$ cat src/design/l2_mac_learning_table_assert.svh
// Assertion macros for the MAC learning table.
`ifndef L2_MAC_LEARNING_TABLE_ASSERT_SVH
`define L2_MAC_LEARNING_TABLE_ASSERT_SVH

// Same-cycle implication.
`define LMT_ASSERT_IMP(lbl, ante, cons) \
  lbl: assert property (@(posedge clk) disable iff (!rst_n) (ante) |-> (cons)) \
    else $error("implication check failed");

// Next-cycle implication.
`define LMT_ASSERT_NXT(lbl, ante, cons) \
  lbl: assert property (@(posedge clk) disable iff (!rst_n) (ante) |=> (cons)) \
    else $error("next-cycle check failed");

`endif

$ cat src/design/lmt_pkg.sv
package lmt_pkg;

  localparam int TABLE_ENTRIES_DEF = 64;
  localparam int NUM_DATAPATHS_DEF = 8;

  localparam logic [31:0] FLOOD_RESET = 32'hFFFF_FFFB;
  localparam logic [15:0] PRIO_RESET  = 16'd100;
  localparam logic [15:0] PRIO_MAX    = 16'hFFFF;
  localparam logic [47:0] BCAST_MAC   = 48'hFFFF_FFFF_FFFF;

  localparam logic [1:0] KIND_PACKET  = 2'd0;
  localparam logic [1:0] KIND_REMOVED = 2'd1;
  localparam logic [1:0] KIND_DP_UP   = 2'd2;

  localparam logic CFG_FLOOD = 1'b0;
  localparam logic CFG_PRIO  = 1'b1;

  localparam logic [2:0] ST_OK      = 3'd0;
  localparam logic [2:0] ST_NO_TBL  = 3'd1;
  localparam logic [2:0] ST_INCONS  = 3'd2;
  localparam logic [2:0] ST_FULL    = 3'd3;
  localparam logic [2:0] ST_IGNORED = 3'd4;
  localparam logic [2:0] ST_SAT     = 3'd5;

  typedef enum logic [3:0] {
    S_IDLE = 4'b0001,
    S_SCAN = 4'b0010,
    S_LAST = 4'b0100,
    S_EXEC = 4'b1000
  } state_t;

  typedef struct packed {
    logic start;
    logic rd;
    logic exec;
  } cmd_t;

  typedef struct packed {
    logic last;
    logic out_free;
  } stat_t;

  typedef struct packed {
    logic [2:0]  dp;
    logic [47:0] mac;
    logic [31:0] port;
  } entry_t;

endpackage

$ cat src/design/lmt_ctrl.sv
module lmt_ctrl (
  input  logic          clk,
  input  logic          rst_n,
  input  logic          in_valid,
  output logic          in_ready,
  input  lmt_pkg::stat_t stat,
  output lmt_pkg::cmd_t  cmd
);
  import lmt_pkg::*;

  state_t state_r, state_nxt;

  always_ff @(posedge clk) begin
    if (!rst_n) begin
      state_r <= S_IDLE;
    end else begin
      state_r <= state_nxt;
    end
  end

  always_comb begin
    state_nxt = state_r;
    cmd       = '0;
    in_ready  = 1'b0;
    unique case (state_r)
      S_IDLE: begin
        in_ready = 1'b1;
        if (in_valid) begin
          cmd.start = 1'b1;
          state_nxt = S_SCAN;
        end
      end
      S_SCAN: begin
        cmd.rd = 1'b1;
        if (stat.last) state_nxt = S_LAST;
      end
      S_LAST: begin
        state_nxt = S_EXEC;
      end
      S_EXEC: begin
        if (stat.out_free) begin
          cmd.exec  = 1'b1;
          state_nxt = S_IDLE;
        end
      end
      default: state_nxt = S_IDLE;
    endcase
  end

endmodule

$ cat config.mk
export PLATFORM = sky130hd
export DESIGN_NAME = lmt_ctrl
export DESIGN_NICKNAME = d
export VERILOG_FILES = /design/src/design/l2_mac_learning_table_assert.svh /design/src/design/lmt_pkg.sv /design/src/design/lmt_ctrl.sv
export SDC_FILE = /design/constraint.sdc
export NUM_CORES = 1
export LEC_CHECK = 0
export CAP_MARGIN = 0
export CELL_PAD_IN_SITES_DETAIL_PLACEMENT = 1
export CELL_PAD_IN_SITES_GLOBAL_PLACEMENT = 2
export CORE_AREA = 5 5 42 44
export CTS_CLUSTER_SIZE = 30
export DETAILED_ROUTE_END_ITERATION = 12
export DIE_AREA = 0 0 47 49
export DONT_BUFFER_PORTS = 1
export HOLD_SLACK_MARGIN = 0.02
export PLACE_DENSITY_LB_ADDON = 0.1
export SYNTH_ARGS = -nofsm -noshare
export SYNTH_HDL_FRONTEND = slang
export SYNTH_SLANG_ARGS = --single-unit
$ cat constraint.sdc
create_clock -name clk -period 1.1 [get_ports clk]
set_clock_uncertainty 0.1 [all_clocks]
set_input_delay 0.11 -clock clk [delete_from_list [all_inputs] [get_ports clk]]
set_output_delay 0.11 -clock clk [all_outputs]
set_load 0.01 [all_outputs]
==> qor.yml <==
status: "finished, violations left"
failed_checks: "setup timing"
yosysWarnings: 0
period_needed_ps: 1260
coreArea_um2: 1401
track_usage: 0.04996
die_h_um: 49
synth_top_family_by_area: "simple AND/OR/NAND/NOR gates"
dp.cells: 41
cts_max_path_buffers: 2
portBuffers: 0
setup_violations: 5
power_w: 0.0003977
synth_top_cell_by_area: "dfxtp_1"
die_w_um: 47
root_buffer: "clkbuf_4"
clock-sinks: 4
antenna_found_initial: 0
drt_pre_antenna_iters: 1
drt-total-wl_um: 534
leakage_nw: 0.1786
synth_compound_area_frac: 0.1491
row_count: 14
clk_latency_ps: 230
largest_reg_flops: 4
yosys.area_share.xor_xnor: 0
synth_cell_type_count: 15
dieArea_um2: 2303
synthMuxAreaShare: 0
via_count: 204
critical_path_class: "flop to output port"
stdcell_count: 48
post-synth-top-area-fraction: 0.3975
overflow: 0
synth_area_um2: 201.4
layout_commonest_cell: "buf_4"
routedWlPerCell_um: 11.13
reg.largest.list: "state_r x4"
synthSimpleGateAreaFrac: 0.4348
tightestPinTransition_ps: 210.3
holdWs_ps: 61.95
finish.utilization: 0.2446
start_util: 0.1437
grt_pass1_wl_um: 765
end_kind: "output port"
area_growth_pct: 70.19
ir_worst_vdd_mv: 0.4771
cts_buffers: 3
ys_seq_elements: 4
nNetsFinal: 39
dpl_cell_area_um2: 252.7
cts_tree: "yes"
ioPinCount: 9
fin_ws_ps: -159.9
most-common-layout-cells: "buf_4, clkbuf_4"
drv_cap: 0
top_register: "state_r"
final_cell_area_um2: 342.8
synth_area_per_cell_um2: 9.157
ant_nets: 0
post-route-period-util: 1.145
crit_arrival_ps: 1050
antenna_cells: 0
startpoint_type: "flop"
drive_above_1_share: 0.5938
max_clock_freq_mhz: 793.7
place_congestion: 0.6166
hp-class: "primary input to flop"
via_per_inst: 4.250
ys_seq_area_frac: 0.3975
route.detailed.drc: 0
ys_top_cells_by_area: "dfxtp_1, nor4b_2, a31oi_2"
cts.clk_slew.worst_paths_ps: 40
p_per_area_nw_per_um2: 1160
syn_inst: 22
grt_max_degree: 6
slew_violations: 0
synth_nets: 27
synthAdderAreaFrac: 0
required_ps: 890
rsz0062_at_grt: "yes"
hold_violations: 0
htree_levels: 1
worstPathMaxFanout: 3
grt_pass1_vias: 196
slew_headroom: 0.8592
drt-initial-drc-count: 0
## cell families after synthesis
logic type | Yosys count
flip-flops | 4
AO/OA/AOI/OAI | 3
AND/OR/NAND/NOR | 14
buffers and inverters | 1
## per-layer routing
layer,part of all wire,routed length [um],global-route usage,vias up
met3,0.097,52,0.03321,0
met2,0.51,270,0.07014,5
met4,0,0,0.04147,0
met5,0,0,0,-
met1,0.40,211,0.04825,100
li1,-,-,-,99
## synth_stat cells
cell      count
a31oi_2       1
and2_1        1
and4b_1       1
dfxtp_1       4
inv_1         1
nand2_1       2
nand2b_1      1
nand3b_1      1
nor2_1        3
nor2b_1       1
nor3_1        2
nor3b_1       1
nor4b_2       1
o211a_1       1
o21a_1        1
## worst paths after layout
check	depth (start not counted)	end	slack, ps	startpoint
setup reg to reg	4	state_r[0]	-30	state_r[2]
hold reg to reg	2	state_r[2]	430	state_r[1]
setup / recovery	2	cmd[2]	-160	state_r[2]
hold / removal	3	state_r[1]	60	in_valid
## power by group
group          total (W)  internal (W)  switching [W]
sequential      0.000159      0.000150     0.00000907
clock           0.000178      0.000122      0.0000559
combinational  0.0000612     0.0000370      0.0000241
total           0.000398      0.000309      0.0000891
## metrics by stage
stage	TNS [ps]	setup slack, ps
global route	-743.0	-207.7
global placement	-9.406	-9.406
floorplan	0	13.56
detailed placement	-20.26	-14.61
finish	-551.8	-159.9
CTS	-636.0	-174.2
## worst max-delay path: stages, from the launching register on
cell and delay [ps]:
dfxtp_4 340, nor4b_4 280, and2_4 190
## area by class of cell
cell class	instances	area [um^2]
Clock buffer	3	22.52
Tap cell	16	20.02
Inverter	1	3.754
Sequential cell	4	90.09
Timing Repair Buffer	7	57.56
Multi-Input combinational cell	17	148.9
Fill cell	165	1059
## what timing repair did
item | in CTS | in global routing
hold buffers | 2 | 0
pin swaps | 3 | 2
endpoints found under the hold margin | 4 | 0
cloned | 0 | 0
setup endpoints to repair | 5 | 7
setup buffers | 1 | 1
gates resized for setup | 8 | 3
Note: power is estimated with default switching activity, not from simulation.
